File: src/rtl/tdf_pkg.sv
`timescale 1ns / 1ps
// ----------------------------------------------------------------------------
// Trial division factorizer package
// Shared widths, constants, codes and the sequencer state type.
// ----------------------------------------------------------------------------
package tdf_pkg;

   localparam int VALUE_WIDTH  = 50;
   localparam int DIV_WIDTH    = 26;
   localparam int EXP_WIDTH    = 6;
   localparam int STATUS_WIDTH = 2;
   localparam int COUNT_WIDTH  = $clog2(VALUE_WIDTH);

   // Candidates below this bound stand in for the small prime table.
   localparam logic [DIV_WIDTH-1:0] SMALL_LIMIT = DIV_WIDTH'(65536);
   localparam logic [DIV_WIDTH-1:0] WHEEL_START = DIV_WIDTH'(65537);
   localparam logic [DIV_WIDTH-1:0] WHEEL_LIMIT = DIV_WIDTH'(33554432);
   localparam int PRIME32_BIT = 32;

   typedef enum logic [STATUS_WIDTH-1:0] {
      STATUS_PAIR   = 2'd0,
      STATUS_ONE    = 2'd1,
      STATUS_REJECT = 2'd2
   } status_type;

   typedef enum logic [2:0] {
      ST_IDLE,
      ST_LAUNCH,
      ST_WAIT,
      ST_END,
      ST_FINISH
   } state_type;

endpackage

File: src/rtl/tdf_divider.sv
`timescale 1ns / 1ps
// ----------------------------------------------------------------------------
// Trial division factorizer divider
// Restoring divider, one quotient bit per cycle, quotient and remainder held.
// ----------------------------------------------------------------------------
module tdf_divider (
   input  logic                                clock,
   input  logic                                reset,
   input  logic                                div_start,
   input  logic [tdf_pkg::VALUE_WIDTH-1:0]     dividend,
   input  logic [tdf_pkg::DIV_WIDTH-1:0]       divisor,
   output logic                                div_done,
   output logic [tdf_pkg::VALUE_WIDTH-1:0]     quotient,
   output logic [tdf_pkg::DIV_WIDTH-1:0]       remainder
);
   import tdf_pkg::*;

   logic [VALUE_WIDTH-1:0] acc_ff, acc_in;
   logic [DIV_WIDTH-1:0]   rem_ff, rem_in;
   logic [DIV_WIDTH-1:0]   dvs_ff, dvs_in;
   logic [COUNT_WIDTH-1:0] cnt_ff, cnt_in;
   logic                   run_ff, run_in;
   logic                   done_ff, done_in;
   logic [DIV_WIDTH:0]     trial;
   logic [DIV_WIDTH:0]     diff;
   logic                   fits;

   // The accumulator shifts the dividend out at the top and the quotient in.
   assign trial = {rem_ff, acc_ff[VALUE_WIDTH-1]};
   assign diff  = trial - {1'b0, dvs_ff};
   assign fits  = trial >= {1'b0, dvs_ff};

   always_comb begin
      acc_in  = acc_ff;
      rem_in  = rem_ff;
      dvs_in  = dvs_ff;
      cnt_in  = cnt_ff;
      run_in  = run_ff;
      done_in = 1'b0;
      if (div_start) begin
         acc_in = dividend;
         rem_in = '0;
         dvs_in = divisor;
         cnt_in = '0;
         run_in = 1'b1;
      end else if (run_ff) begin
         acc_in = {acc_ff[VALUE_WIDTH-2:0], fits};
         rem_in = fits ? diff[DIV_WIDTH-1:0] : trial[DIV_WIDTH-1:0];
         cnt_in = cnt_ff + 1'b1;
         if (cnt_ff == COUNT_WIDTH'(VALUE_WIDTH - 1)) begin
            run_in  = 1'b0;
            done_in = 1'b1;
         end
      end
   end

   always_ff @(posedge clock) begin
      if (reset) begin
         run_ff  <= 1'b0;
         done_ff <= 1'b0;
         cnt_ff  <= '0;
      end else begin
         run_ff  <= run_in;
         done_ff <= done_in;
         cnt_ff  <= cnt_in;
      end
      acc_ff <= acc_in;
      rem_ff <= rem_in;
      dvs_ff <= dvs_in;
   end

   assign div_done  = done_ff;
   assign quotient  = acc_ff;
   assign remainder = rem_ff;

endmodule

File: src/rtl/trial_division_factorizer_unit.sv
`timescale 1ns / 1ps
// ----------------------------------------------------------------------------
// Trial division factorizer
// Emits the prime factorization of a 50-bit value as (prime, exponent) items.
// ----------------------------------------------------------------------------
// One value is taken when start is high and busy is low; busy then stays high
// until the run of result items is complete. Results appear one per rsp_valid
// pulse in ascending order of prime, the final one with rsp_last set, and they
// cannot be held off. All trial divisions run through one shared restoring
// divider; the work for a value grows with the number of trial divisions:
// one per candidate plus one more for each time a factor divides, up to about
// 11 million candidates for a 50-bit value with two large prime factors.
// Values zero and one keep busy low, and their status item follows in the
// cycle after the value.
module trial_division_factorizer_unit (
   input  logic                                clock,
   input  logic                                reset,
   input  logic                                start,
   input  logic [tdf_pkg::VALUE_WIDTH-1:0]     req_value,
   output logic                                busy,
   output logic                                rsp_valid,
   output logic [tdf_pkg::VALUE_WIDTH-1:0]     rsp_prime_base,
   output logic [tdf_pkg::EXP_WIDTH-1:0]       rsp_exponent,
   output logic [tdf_pkg::STATUS_WIDTH-1:0]    rsp_status,
   output logic                                rsp_last
);
   import tdf_pkg::*;

   state_type state_ff, state_in;

   logic [VALUE_WIDTH-1:0] rem_ff, rem_in;
   logic [DIV_WIDTH-1:0]   d_ff, d_in;
   logic [EXP_WIDTH-1:0]   exp_ff, exp_in;
   logic                   minus_ff, minus_in;
   logic                   chk_ff, chk_in;
   logic                   phase_b_ff, phase_b_in;

   logic                   pend_valid_ff, pend_valid_in;
   logic [VALUE_WIDTH-1:0] pend_base_ff, pend_base_in;
   logic [EXP_WIDTH-1:0]   pend_exp_ff, pend_exp_in;

   logic                    rsp_valid_ff, rsp_valid_in;
   logic [VALUE_WIDTH-1:0]  rsp_base_ff, rsp_base_in;
   logic [EXP_WIDTH-1:0]    rsp_exp_ff, rsp_exp_in;
   logic [STATUS_WIDTH-1:0] rsp_status_ff, rsp_status_in;
   logic                    rsp_last_ff, rsp_last_in;

   logic                   div_start, div_done;
   logic [VALUE_WIDTH-1:0] quotient;
   logic [DIV_WIDTH-1:0]   remainder;

   logic                   too_big, divides, rem_one, rem_small;
   logic [DIV_WIDTH-1:0]   nd;
   logic                   nd_minus, a_over, b_over, phase_done;
   logic                   produce;
   logic [VALUE_WIDTH-1:0] prod_base;
   logic [EXP_WIDTH-1:0]   prod_exp;

   tdf_divider u_divider (
      .clock     (clock),
      .reset     (reset),
      .div_start (div_start),
      .dividend  (rem_ff),
      .divisor   (d_ff),
      .div_done  (div_done),
      .quotient  (quotient),
      .remainder (remainder)
   );

   // A quotient below the divisor means divisor squared exceeds the remainder.
   assign too_big   = quotient < VALUE_WIDTH'(d_ff);
   assign divides   = remainder == '0;
   assign rem_one   = rem_ff == VALUE_WIDTH'(1);
   assign rem_small = rem_ff[VALUE_WIDTH-1:PRIME32_BIT] == '0;

   // Candidates run 2, 3, then 6k-1 and 6k+1.
   always_comb begin
      if (d_ff == DIV_WIDTH'(2)) begin
         nd       = DIV_WIDTH'(3);
         nd_minus = 1'b0;
      end else if (d_ff == DIV_WIDTH'(3)) begin
         nd       = DIV_WIDTH'(5);
         nd_minus = 1'b1;
      end else begin
         nd       = minus_ff ? d_ff + DIV_WIDTH'(2) : d_ff + DIV_WIDTH'(4);
         nd_minus = ~minus_ff;
      end
   end

   assign a_over     = nd >= SMALL_LIMIT;
   assign b_over     = nd_minus && (nd >= WHEEL_LIMIT);
   assign phase_done = phase_b_ff ? b_over : a_over;

   always_comb begin
      state_in = state_ff;
      case (state_ff)
         ST_IDLE: begin
            if (start && (req_value > VALUE_WIDTH'(1))) begin
               state_in = ST_LAUNCH;
            end
         end
         ST_LAUNCH: state_in = ST_WAIT;
         ST_WAIT: begin
            if (div_done) begin
               if (chk_ff && too_big) begin
                  state_in = ST_END;
               end else if (divides) begin
                  state_in = ST_LAUNCH;
               end else if (phase_done) begin
                  state_in = ST_END;
               end else begin
                  state_in = ST_LAUNCH;
               end
            end
         end
         ST_END: begin
            if (phase_b_ff || rem_one || rem_small) begin
               state_in = ST_FINISH;
            end else begin
               state_in = ST_LAUNCH;
            end
         end
         ST_FINISH: state_in = ST_IDLE;
         default:   state_in = ST_IDLE;
      endcase
   end

   always_comb begin
      rem_in     = rem_ff;
      d_in       = d_ff;
      exp_in     = exp_ff;
      minus_in   = minus_ff;
      chk_in     = chk_ff;
      phase_b_in = phase_b_ff;
      div_start  = 1'b0;
      produce    = 1'b0;
      prod_base  = VALUE_WIDTH'(d_ff);
      prod_exp   = exp_ff;

      pend_valid_in = pend_valid_ff;
      pend_base_in  = pend_base_ff;
      pend_exp_in   = pend_exp_ff;

      rsp_valid_in  = 1'b0;
      rsp_base_in   = rsp_base_ff;
      rsp_exp_in    = rsp_exp_ff;
      rsp_status_in = rsp_status_ff;
      rsp_last_in   = rsp_last_ff;

      case (state_ff)
         ST_IDLE: begin
            if (start) begin
               if (req_value == '0 || req_value == VALUE_WIDTH'(1)) begin
                  rsp_valid_in  = 1'b1;
                  rsp_base_in   = '0;
                  rsp_exp_in    = '0;
                  rsp_status_in = (req_value == '0) ? STATUS_REJECT : STATUS_ONE;
                  rsp_last_in   = 1'b1;
               end else begin
                  rem_in        = req_value;
                  d_in          = DIV_WIDTH'(2);
                  exp_in        = '0;
                  minus_in      = 1'b0;
                  chk_in        = 1'b1;
                  phase_b_in    = 1'b0;
                  pend_valid_in = 1'b0;
               end
            end
         end
         ST_LAUNCH: div_start = 1'b1;
         ST_WAIT: begin
            if (div_done && !(chk_ff && too_big)) begin
               if (divides) begin
                  rem_in = quotient;
                  exp_in = exp_ff + 1'b1;
                  chk_in = 1'b0;
               end else begin
                  produce  = exp_ff != '0;
                  exp_in   = '0;
                  d_in     = nd;
                  minus_in = nd_minus;
                  chk_in   = phase_b_ff ? nd_minus : 1'b1;
               end
            end
         end
         ST_END: begin
            prod_base = rem_ff;
            prod_exp  = EXP_WIDTH'(1);
            if (phase_b_ff) begin
               produce = ~rem_one;
            end else if (!rem_one) begin
               if (rem_small) begin
                  produce = 1'b1;
               end else begin
                  d_in       = WHEEL_START;
                  minus_in   = 1'b1;
                  chk_in     = 1'b0;
                  exp_in     = '0;
                  phase_b_in = 1'b1;
               end
            end
         end
         ST_FINISH: begin
            rsp_valid_in  = 1'b1;
            rsp_base_in   = pend_base_ff;
            rsp_exp_in    = pend_exp_ff;
            rsp_status_in = STATUS_PAIR;
            rsp_last_in   = 1'b1;
         end
         default: begin
         end
      endcase

      // Each pair waits one step so that the final one can carry last.
      if (produce) begin
         if (pend_valid_ff) begin
            rsp_valid_in  = 1'b1;
            rsp_base_in   = pend_base_ff;
            rsp_exp_in    = pend_exp_ff;
            rsp_status_in = STATUS_PAIR;
            rsp_last_in   = 1'b0;
         end
         pend_valid_in = 1'b1;
         pend_base_in  = prod_base;
         pend_exp_in   = prod_exp;
      end
   end

   always_ff @(posedge clock) begin
      if (reset) begin
         state_ff      <= ST_IDLE;
         pend_valid_ff <= 1'b0;
         rsp_valid_ff  <= 1'b0;
         rem_ff        <= '0;
         d_ff          <= '0;
         exp_ff        <= '0;
         minus_ff      <= 1'b0;
         chk_ff        <= 1'b0;
         phase_b_ff    <= 1'b0;
      end else begin
         state_ff      <= state_in;
         pend_valid_ff <= pend_valid_in;
         rsp_valid_ff  <= rsp_valid_in;
         rem_ff        <= rem_in;
         d_ff          <= d_in;
         exp_ff        <= exp_in;
         minus_ff      <= minus_in;
         chk_ff        <= chk_in;
         phase_b_ff    <= phase_b_in;
      end
      pend_base_ff  <= pend_base_in;
      pend_exp_ff   <= pend_exp_in;
      rsp_base_ff   <= rsp_base_in;
      rsp_exp_ff    <= rsp_exp_in;
      rsp_status_ff <= rsp_status_in;
      rsp_last_ff   <= rsp_last_in;
   end

   assign busy           = state_ff != ST_IDLE;
   assign rsp_valid      = rsp_valid_ff;
   assign rsp_prime_base = rsp_base_ff;
   assign rsp_exponent   = rsp_exp_ff;
   assign rsp_status     = rsp_status_ff;
   assign rsp_last       = rsp_last_ff;

endmodule

File: config.mk
export PLATFORM = sky130hd
export DESIGN_NAME = trial_division_factorizer_unit
export DESIGN_NICKNAME = d
export VERILOG_FILES = /design/src/rtl/tdf_pkg.sv /design/src/rtl/tdf_divider.sv /design/src/rtl/trial_division_factorizer_unit.sv
export SDC_FILE = /design/constraint.sdc
export NUM_CORES = 1
export LEC_CHECK = 0
export BUFFER_PORTS_ARGS = -buffer_cell sky130_fd_sc_hd__buf_4
export CAP_MARGIN = 5
export CELL_PAD_IN_SITES_DETAIL_PLACEMENT = 0
export CELL_PAD_IN_SITES_GLOBAL_PLACEMENT = 1
export CORE_MARGIN = 1
export CORE_UTILIZATION = 35
export DETAILED_ROUTE_END_ITERATION = 12
export GPL_ROUTABILITY_DRIVEN = 0
export PLACE_DENSITY = 0.69
export SYNTH_ARGS = -nofsm -noshare
export SYNTH_HDL_FRONTEND = slang
export SYNTH_SLANG_ARGS = --single-unit
File: constraint.sdc
create_clock -name clock -period 5.63 [get_ports clock]
set_clock_uncertainty 0.15 [all_clocks]
set_input_delay 0.563 -clock clock [delete_from_list [all_inputs] [get_ports clock]]
set_output_delay 0.563 -clock clock [all_outputs]
set_load 0.02 [all_outputs]
==> flow_summary.toml, run 1 <==
[timing]
setup_tns_ns = 0
fin_ws_ns = 1.329
rsz0062_at_grt = "false"
fmax_ghz = 0.2325
maxSlewViolCount = 0
slew-limit-headroom_pct = 29.27
finalCritPeriodShare_pct = 76.40
min_period_ns = 4.301
setup_viol_count_final = 0
fin_worst_hold_slack_ns = 0.1457
tightest_slew_ns = 1.061
hold_viol = 0

[yosys]
synth_area_mm2 = 0.01518
synth-compound-area-share_pct = 16.08
synth_area_per_cell_um2 = 9.778
ys_seq_area_share_pct = 50.26
synth_top_area_share_pct = 26.12
synth_edf_count = 132
ys.flop_type = "dfxtp_1"
synth-adder-area-share_pct = 4.914
synthesis.instances = 1552
synth_simple_gate_area_share_pct = 17.91
yosysWarnings = 0
synth_largest_area_cell = "edfxtp_1"
synth_top_family_by_area = "simple AND/OR/NAND/NOR gates"
synthDistinctLibCells = 76
synth_xor_area_share_pct = 2.193
synthMuxAreaShare_pct = 4.361
synth_area_leaders = "edfxtp_1 (26%), dfxtp_1 (24%), nand2_1 (5.7%), ha_1 (4.8%), mux2i_1 (4.3%)"
async_reset_ff_share_pct = 0
syn_nets = 1664
ys_ff_latch = 315

[grt]
grt_pass1_wl_um = 69230
grt_max_degree = 82
grt_pass1_vias = 11560
grt_use_total_pct = 20.32
antenna_found_initial = 0
grtUsageMet2_pct = 30.16
grt.overflow.total = 0
grt.met3_usage_pct = 3.263
busiest_layer = "met2"
use_met1_pct = 29.38

[cells_and_area]
utilization_pct = 42.00
mostFrequentLayoutCells = "nand2_1 (231), dfxtp_1 (182), edfxtp_1 (132), buf_4 (128), nor2_1 (125)"
area_growth_syn_to_layout_pct = 17.12
antennaDiodeCount = 0
mostFrequentLayoutCell = "nand2_1"
finalNetCount = 1744
fillers = 4062
layout-drive-gt1-share_pct = 12.94

[setup_path]
startpoint_type = "flip-flop"
r2r_setup_slack_ns = 1.33
r2r-start = "d_ff[16]$_SDFFE_PP0P_"
worstPathArrival_ns = 4.65
crit_type = "flip-flop to flip-flop"
r2r_cells = 10
critPathLaunch = "d_ff[16]$_SDFFE_PP0P_"
critPathRequiredTime_ns = 5.98
cp_max_fo = 34
crit_path_end_kind = "flip-flop"

[route]
viasPerCell = 5.377
vias = 12040
drc = 0
drtIter0Drc = 1107
routed_wl_um = 44640
drt_pass1_iterations = 5
final_antenna_net_count = 0
wl_per_cell_um = 19.94

[floorplan]
fp.coreArea_mm2 = 0.04232
die_height_um = 210.2
fp.dieW_um = 210.2
die-area_mm2 = 0.04420
pin_count = 114
row_count = 75
initial_core_util_pct = 35.86

[power]
finalPower_mw = 6.668
p_leak_nw = 6.877
p_per_area_mw_per_mm2 = 375.2
max-vdd-ir-drop_mv = 0.1762

[place]
dp_hpwl_um = 31320
port_buffers = 113
place_ws_ns = 1.268

[clock_network]
cts_tree = "done"
cts_root_buf = "clkbuf_16"
clockBufferDepth = 3
postCtsHoldBufs = 0
cts_max_level = 2
cts.sinks = 315
clkLatencyLatePin_ns = 0.56
post_cts_buffers = 0
cts-buffers-inserted = 38
cts.clk_slew.worst_paths_ns = 0.07
ctsResizeCount = 0

[flow_run]
max_cap_viol_count = 0

[outcome]
status = "complete, no violations"

[worst_hold_path]
hp-start = "req_value[0]"
worstHoldPathCells = 3
hp-class = "input pin to flip-flop"
-- power by group --
| part | total, mW | internal (mW) | switching, mW |
|---|---|---|---|
| Clock | 2.51 | 1.50 | 1.01 |
| Sequential | 2.79 | 2.58 | 0.207 |
| Combinational | 1.37 | 0.554 | 0.818 |
| Total | 6.67 | 4.63 | 2.03 |
-- registers in the layout, indices dropped and copies added (netlist names), 26 cells and up --
| signal | cells |
|---|---|
| u_divider.quotient | 50 |
| d_ff | 26 |
| u_divider.remainder | 26 |
| rsp_prime_base | 50 |
| rem_ff | 50 |
| pend_base_ff | 50 |
| u_divider.dvs_ff | 26 |
-- final cells by class --
cell class	count	area (um2)	share of cell area (%)
repair buffers	129	980.9	5.519
clock buffers	49	1033	5.815
flip-flops and latches	315	7631	42.94
clock inverters	21	242.7	1.366
multi-input cells	1084	6923	38.95
inverters	64	240.2	1.352
well taps	577	721.9	4.062
-- worst paths after layout --
path                                                    to
worst max register to register  rsp_prime_base[20]$_DFF_P_
worst min-delay path                 rsp_status[0]$_DFF_P_
worst min register to register     rsp_exponent[3]$_DFF_P_
worst max-delay path            rsp_prime_base[20]$_DFF_P_
-- critical path, stage by stage, from the launching register on --
cell      delay, ns
dfxtp_1        0.52
inv_1          0.12
ha_1           0.34
and4_1         0.26
a221oi_1       0.44
o211ai_1       0.25
or2_1          0.34
a31o_4         0.41
a21boi_4       0.64
buf_4          0.54
a22o_1         0.20
-- per-layer routing --
| metal | share of wire (%) | vias to the layer above | wire (um) |
|---|---|---|---|
| met1 | 48 | 5746 | 21340 |
| met2 | 44 | 378 | 19530 |
| met4 | 2.9 | 0 | 1310 |
| met5 | 0 | - | 0 |
| met3 | 5.5 | 70 | 2462 |
| li1 | - | 5844 | - |
-- Yosys cell counts, types with 4 or more instances --
library cell	instances
nand2_1	231
dfxtp_1	183
edfxtp_1	132
nor2_1	125
o21ai_0	79
mux2i_1	65
inv_1	63
a22o_1	58
ha_1	58
a211oi_1	56
clkbuf_1	56
a21oi_1	45
nor4_1	39
nand3_1	33
and3_1	31
nor3_1	23
xnor2_1	23
nand4_1	21
buf_2	19
a21o_1	15
xor2_1	15
and2_1	14
or3_1	11
a22oi_1	10
o211ai_1	10
o21a_1	10
nand2b_1	7
nor3b_1	7
a31oi_1	6
a32oi_1	6
nor2b_1	6
o21bai_1	6
buf_1	5
buf_6	5
a41oi_1	4
and4_1	4
buf_4	4
nor4b_1	4
o31ai_1	4
or4_1	4
-- cells by family (layout without fill, tap and decap cells) --
group / after synthesis / in the layout
compound gates: 347 / 347
mux: 66 / 66
buf+inv: 153 / 263
flops: 315 / 315
xor+xnor: 38 / 38
simple gates: 574 / 574
fa+ha+maj: 59 / 59
-- stage by stage --
step	area, um2	cells
6_report	17770	2239
4_1_cts	17770	2239
5_1_grt	17770	2239
2_1_floorplan	15180	1552
3_5_place_dp	16500	2169
3_3_place_gp	16500	2169
(Power assumes the default switching activity.)
==> run 2, diff against run 1 <==
ABC_AREA = 1   (was unset)
PLACE_DENSITY = 0.75   (was 0.69)
clock period = 3.8 ns   (was 5.63 ns; I/O delays follow)
==> run 2 against run 1 <==
  * Total power up 150%
  * Via count is 42% higher
  * Non-clock buffer count is 12 higher
  * Highest routed layer is now met5
  * Sequential share of layout area is 6.3 points lower
  * Cell count up 51%
  * Global-route usage up 1.7 points
  * Routed wire length rose by 32%
  * Synthesized cell count rose by 68%
  * Clock-buffer cell count is 9 higher
  * Combinational power rose to 5.3 times the previous value
  * Fmax rose by 39%
  * Critical path depth rose by 2
==> flow_summary.toml, run 2 <==
[outcome]
status = "complete, no violations"

[floorplan]
fp.coreArea_mm2 = 0.05048
row_count = 82
die_height_um = 229.0
fp.dieW_um = 229.0
die-area_mm2 = 0.05244
pin_count = 114
initial_core_util_pct = 35.73

[setup_path]
cp.buffers_inverters = 2
r2r_cells = 12
path_cells = "inv_1 -> ha_1 -> nand2_1 -> nor2_1 -> nand2_1 -> nor4_1 -> nand3_1 -> nand3_1 -> buf_4 -> nand3_1 -> nand3_1 -> nand2_1"
cp_top_family = "simple AND/OR/NAND/NOR gates"
crit_type = "flip-flop to flip-flop"
r2r_setup_slack_ns = 0.70
slowest_delay_ns = 0.41
critPathLaunch = "u_divider.dvs_ff[8]$_DFFE_PP_"
startpoint_type = "flip-flop"
cp_max_fo = 30
worstPathArrival_ns = 3.39
reg2reg_to = "u_divider.remainder[21]$_SDFFE_PP0P_"
critPathRequiredTime_ns = 4.09
r2r-start = "u_divider.dvs_ff[8]$_DFFE_PP_"
cp_slowest_cell = "nor4_1"
crit_path_end_kind = "flip-flop"
cpMostUsedCell = "nand3_1"

[cells_and_area]
mostFrequentLayoutCells = "nand2_1 (740), inv_1 (342), nor2_1 (330), nand3_1 (232), dfxtp_1 (183)"
multi_input_area_mm2 = 0.008657
layout-drive-gt1-share_pct = 8.211
seqCellArea_mm2 = 0.007627
antennaDiodeCount = 0
mostFrequentLayoutCell = "nand2_1"
area_growth_syn_to_layout_pct = 15.44
fillers = 5303
finalNetCount = 2799

[yosys]
synth_top_area_share_pct = 21.98
synthesis.instances = 2615
ys.flop_type = "dfxtp_1"
netlist_top_cells_count = "nand2_1 (742), inv_1 (343), nor2_1 (331), nand3_1 (233), dfxtp_1 (183)"
synth_area_per_cell_um2 = 6.897
syn_nets = 2727
synth_area_mm2 = 0.01803
ys_ff_latch = 315
synth_edf_count = 132
ys_seq_area_share_pct = 42.29
synthDistinctLibCells = 45
yosysWarnings = 0
async_reset_ff_share_pct = 0
synth_largest_area_cell = "edfxtp_1"
synth_area_leaders = "edfxtp_1 (22%), dfxtp_1 (20%), nand2_1 (15%), inv_1 (7.1%), nor2_1 (6.9%)"
synth.most_common_cell = "nand2_1"

[grt]
grt_pass1_wl_um = 90940
grt_max_degree = 121
grt_pass1_vias = 15570
grt_use_total_pct = 22.01
grt.overflow.total = 0
antenna_found_initial = 3

[timing]
fmax_ghz = 0.3225
hold_viol = 0
fin_ws_ns = 0.6990
rsz0062_at_grt = "false"
slew-limit-headroom_pct = 35.17
tightest_slew_ns = 0.9724
finalCritPeriodShare_pct = 81.61
min_period_ns = 3.101
setup_tns_ns = 0
setup_viol_count_final = 0
maxSlewViolCount = 0

[worst_hold_path]
hp-start = "req_value[16]"
hold_end = "rem_ff[16]$_SDFFE_PP0P_"
hp-class = "input pin to flip-flop"
worstHoldPathCells = 5

[clock_network]
cts_root_buf = "clkbuf_16"
cts-buffers-inserted = 38
cts_tree = "done"
cts.sinks = 315
post_cts_buffers = 0
clockBufferDepth = 3
cts.clk_slew.worst_paths_ns = 0.06
clkLatencyLatePin_ns = 0.56
cts_max_level = 2

[place]
dp_hpwl_um = 42440
place_ws_ns = 0.7829
port_buffers = 113

[power]
p_per_area_mw_per_mm2 = 798.9
max-vdd-ir-drop_mv = 0.4614
p_leak_nw = 9.495

[route]
viasPerCell = 5.044
final_antenna_net_count = 0
drc = 0
drtIter0Drc = 1661
drt_pass1_iterations = 7
wl_per_cell_um = 17.38
vias = 17090
routed_wl_um = 58880

[flow_run]
max_cap_viol_count = 0
run 2: cell types whose count changed after synthesis, moves of 13 or more:
cell / delta
nand2_1: +511
mux2i_1: -65
and2_1: -13
and3_1: -30
nand3_1: +200
clkbuf_1: +13
a22o_1: -58
o21ai_1: +61
a211oi_1: -55
o21ai_0: +103
nor2_1: +206
inv_1: +280
nor4_1: -30
nand4_1: +52
run 2: kinds of logic (layout without fill, tap and decap cells):
logic type | Yosys count | count (layout) | synth area share [%]
AOI/OAI and AO/OA | 316 | 316 | 9.026
xor gates and xnor gates | 19 | 19 | 0.9227
and+or+nand+nor | 1443 | 1443 | 33.70
adders and majority gates | 59 | 59 | 4.135
buffers and inverters | 463 | 564 | 9.928
DFF | 315 | 315 | 42.29
run 2: what timing repair did:
item / CTS / global route
hold endpoints to repair: 2 / 0
resized for setup: 0 / 0
hold buffers: 1 / 0
run 2: metal layers:
layer	global-route usage (%)	vias up	part of all wire [%]	wire [um]
li1	-	8573	-	-
met1	33.75	7895	50	29390
met2	31.78	552	41	24210
met3	3.287	68	7.1	4173
met4	5.563	2	1.8	1088
met5	0	-	0.032	19
run 2: layout make-up:
class,instances,area share [%]
Clock buffer,58,5.126
Clock inverter,11,0.9555
Inverter,354,6.388
Multi-Input combinational cell,1837,41.58
Sequential cell,315,36.63
Tap cell,672,4.038
Timing Repair Buffer,141,5.276
run 2: power by group:
group | switching (mW) | internal (mW) | leakage, nW | total (mW)
Sequential | 0.844 | 4.77 | 2.72 | 5.62
Clock | 1.50 | 2.29 | 0.616 | 3.79
Combinational | 4.96 | 2.26 | 6.16 | 7.22
run 2: worst max path at each step:
stage | end | slack (ns) | cells past startpoint
after CTS | u_divider.remainder[21]$_SDFFE_PP0P_ | 0.74 | 12
after global routing | rem_ff[26]$_SDFFE_PP0P_ | 0.49 | 15
final | u_divider.remainder[21]$_SDFFE_PP0P_ | 0.70 | 12
after detailed placement | u_divider.remainder[21]$_SDFFE_PP0P_ | 0.78 | 12
after floorplan | u_divider.quotient[0]$_DFFE_PP_ | 0.59 | 6
after global placement | u_divider.remainder[21]$_SDFFE_PP0P_ | 0.81 | 12
run 2: worst register-to-register path, cell delays in order, from the launching register on:
cell and delay (ns):
edfxtp_1 0.39, inv_1 0.06, ha_1 0.35, nand2_1 0.11, nor2_1 0.27, nand2_1 0.18
nor4_1 0.41, nand3_1 0.21, nand3_1 0.13, buf_4 0.37, nand3_1 0.19, nand3_1 0.11
nand2_1 0.06
run 2: metrics by stage:
| step | power (mW) | instance area, um2 | util [%] | hold slack [ns] | cells |
|---|---|---|---|---|---|
| CTS | 16.64 | 20820 | 41.25 | 0.002805 | 3388 |
| finish | 16.63 | 20820 | 41.25 | 0.02253 | 3388 |
| detailed placement | 12.79 | 19540 | 38.72 | 0.3136 | 3318 |
| global route | 17.78 | 20820 | 41.25 | 0.05081 | 3388 |
| floorplan | 10.33 | 18030 | - | 0.2564 | 2615 |
| global placement | 12.69 | 19540 | 38.72 | 0.3125 | 3318 |
==> run 3, diff against run 2 <==
ABC_AREA = 0   (was 1)
PLACE_DENSITY = 0.71   (was 0.75)
clock period = 2.7 ns   (was 3.8 ns; I/O delays follow)
==> run 3 against run 2 <==
  * Register-to-register slack worse by 1.1 ns
  * Die area decreased by 16%
  * Critical endpoint is now rsp_prime_base[8]$_DFF_P_
  * The run now ends with negative setup slack left
  * Cell area up 3.7%
  * Worst setup slack lost 1.1 ns
  * Fmax decreased by 1.5%
  * Non-clock buffer count rose by 342
  * Sequential share of layout area decreased by 1.2 points
  * Via count fell by 21%
  * Routed wire length down 15%
  * Total power shrank 10%
  * Largest cell class is now flip-flops and latches
  * Largest power group is now sequential cells
==> flow_summary.toml, run 3 (same netlist as run 1, synthesis figures left out) <==
[outcome]
status = "finished, violations left"
violations = "negative setup slack"

[worst_hold_path]
hp-class = "input pin to flip-flop"

[place]
dp_hpwl_um = 34500
port_buffers = 113
place_ws_ns = -0.5665

[clock_network]
cts_tree = "done"
cts.clk_slew.worst_paths_ns = 0.06
clkLatencyLatePin_ns = 0.56
cts-buffers-inserted = 36
cts.sinks = 315
cts_max_level = 2
clockBufferDepth = 3
cts_root_buf = "clkbuf_16"

[floorplan]
pin_count = 114
die_height_um = 210.2
row_count = 75
fp.dieW_um = 210.2
initial_core_util_pct = 35.86
fp.coreArea_mm2 = 0.04232
die-area_mm2 = 0.04420

[timing]
maxSlewViolCount = 0
fmax_ghz = 0.3176
rsz0062_at_grt = "true"
fin_worst_hold_slack_ns = 0.03837
finalCritPeriodShare_pct = 116.6
hold_viol = 0
min_period_ns = 3.149
slew-limit-headroom_pct = 35.35
fin_ws_ns = -0.4490
setup_tns_ns = -58.53
setup_viol_count_final = 200
tightest_slew_ns = 0.9697

[power]
p_per_area_mw_per_mm2 = 691.9
switching_share_pct = 30.64
p_leak_nw = 8.895
clkPwrFrac_pct = 32.8
p_comb_share_pct = 28.9
finalPower_mw = 14.94
p_seq_share_pct = 38.3
max-vdd-ir-drop_mv = 0.3824
p_sw_mw = 4.577
p_int_mw = 10.36

[setup_path]
slowest_delay_ns = 0.43
crit_path_end_kind = "flip-flop"
path_cells = "nor4_4 -> buf_4 -> nand4_1 -> a211oi_2 -> o211ai_1 -> or2_1 -> buf_6 -> a31o_4 -> a22o_4 -> buf_12 -> a22o_1"
worstPathArrival_ns = 3.44
cp_max_fo = 36
cp_slowest_cell = "edfxtp_1"
crit_type = "flip-flop to flip-flop"
startpoint_type = "flip-flop"
critPathRequiredTime_ns = 2.99

[cells_and_area]
utilization_pct = 51.02
antennaDiodeCount = 0
mostFrequentLayoutCell = "buf_4"
layout-drive-gt1-share_pct = 33.12
finalNetCount = 2096
mostFrequentLayoutCells = "buf_4 (423), nand2_1 (228), dfxtp_1 (172), edfxtp_1 (132), nor2_1 (118)"
area_growth_syn_to_layout_pct = 42.29

[route]
vias = 13580
drt_pass1_iterations = 7
viasPerCell = 5.247
routed_wl_um = 50030
drtIter0Drc = 971
wl_per_cell_um = 19.33
final_antenna_net_count = 0
drc = 0

[grt]
antenna_found_initial = 0
grt_pass1_wl_um = 76480
grt.overflow.total = 0
grt_use_total_pct = 22.28
grt_pass1_vias = 13490
grt_max_degree = 82

[flow_run]
max_cap_viol_count = 0
[run 3: timing repair]
item / CTS / global route
cloned: 9 / 2
hold buffers: 12 / 0
endpoints found under the setup margin: 229 / 229
setup buffers: 16 / 17
hold endpoints to repair: 15 / 0
gates resized for setup: 97 / 85
pin swaps: 34 / 55
[run 3: metal layers]
metal	wire length (um)	track usage, %
met3	2856	3.069
met2	22760	35.33
met4	1447	8.205
met5	0	0
met1	22970	30.89
[run 3: power by group through the flow]
stage	logic (mW)	registers (mW)	clock network [mW]
3_5_place_dp	3.80	5.79	0
3_3_place_gp	3.74	5.78	0
6_report	4.31	5.72	4.91
4_1_cts	4.00	5.70	5.02
5_1_grt	4.68	5.76	5.21
2_1_floorplan	2.14	5.75	0
[run 3: worst paths after layout]
| check | start | slack, ns | to | cells past startpoint |
|---|---|---|---|---|
| min reg2reg | pend_base_ff[17]$_DFFE_PN_ | 0.32 | rsp_prime_base[17]$_DFF_P_ | 1 |
| min | req_value[33] | 0.04 | rem_ff[33]$_SDFFE_PP0P_ | 4 |
| max reg2reg | u_divider.quotient[40]$_DFFE_PP_ | -0.45 | rsp_prime_base[8]$_DFF_P_ | 11 |
| max | u_divider.quotient[40]$_DFFE_PP_ | -0.45 | rsp_prime_base[8]$_DFF_P_ | 11 |
[run 3: area by class of cell]
class	count	area (um2)
Fill cell	3802	20730
Sequential cell	315	7646
Multi-Input combinational cell	1084	7611
Timing Repair Buffer	483	4169
Clock buffer	50	1066
Tap cell	577	721.9
Inverter	64	251.5
Clock inverter	15	127.6
[run 3: worst max-delay path: cells and delay by family (launching register included)]
kind                   cells  cell delay, ns
buffers and inverters      3            0.47
and+or+nand+nor            3            0.77
AOI/OAI and AO/OA          5            1.19
DFF                        1            0.43
[run 3: metrics by stage]
step           instances  area, um2
4_1_cts             2573      21050
5_1_grt             2588      21590
3_3_place_gp        2474      18970
6_report            2588      21590
2_1_floorplan       1552      15360
3_5_place_dp        2474      18970
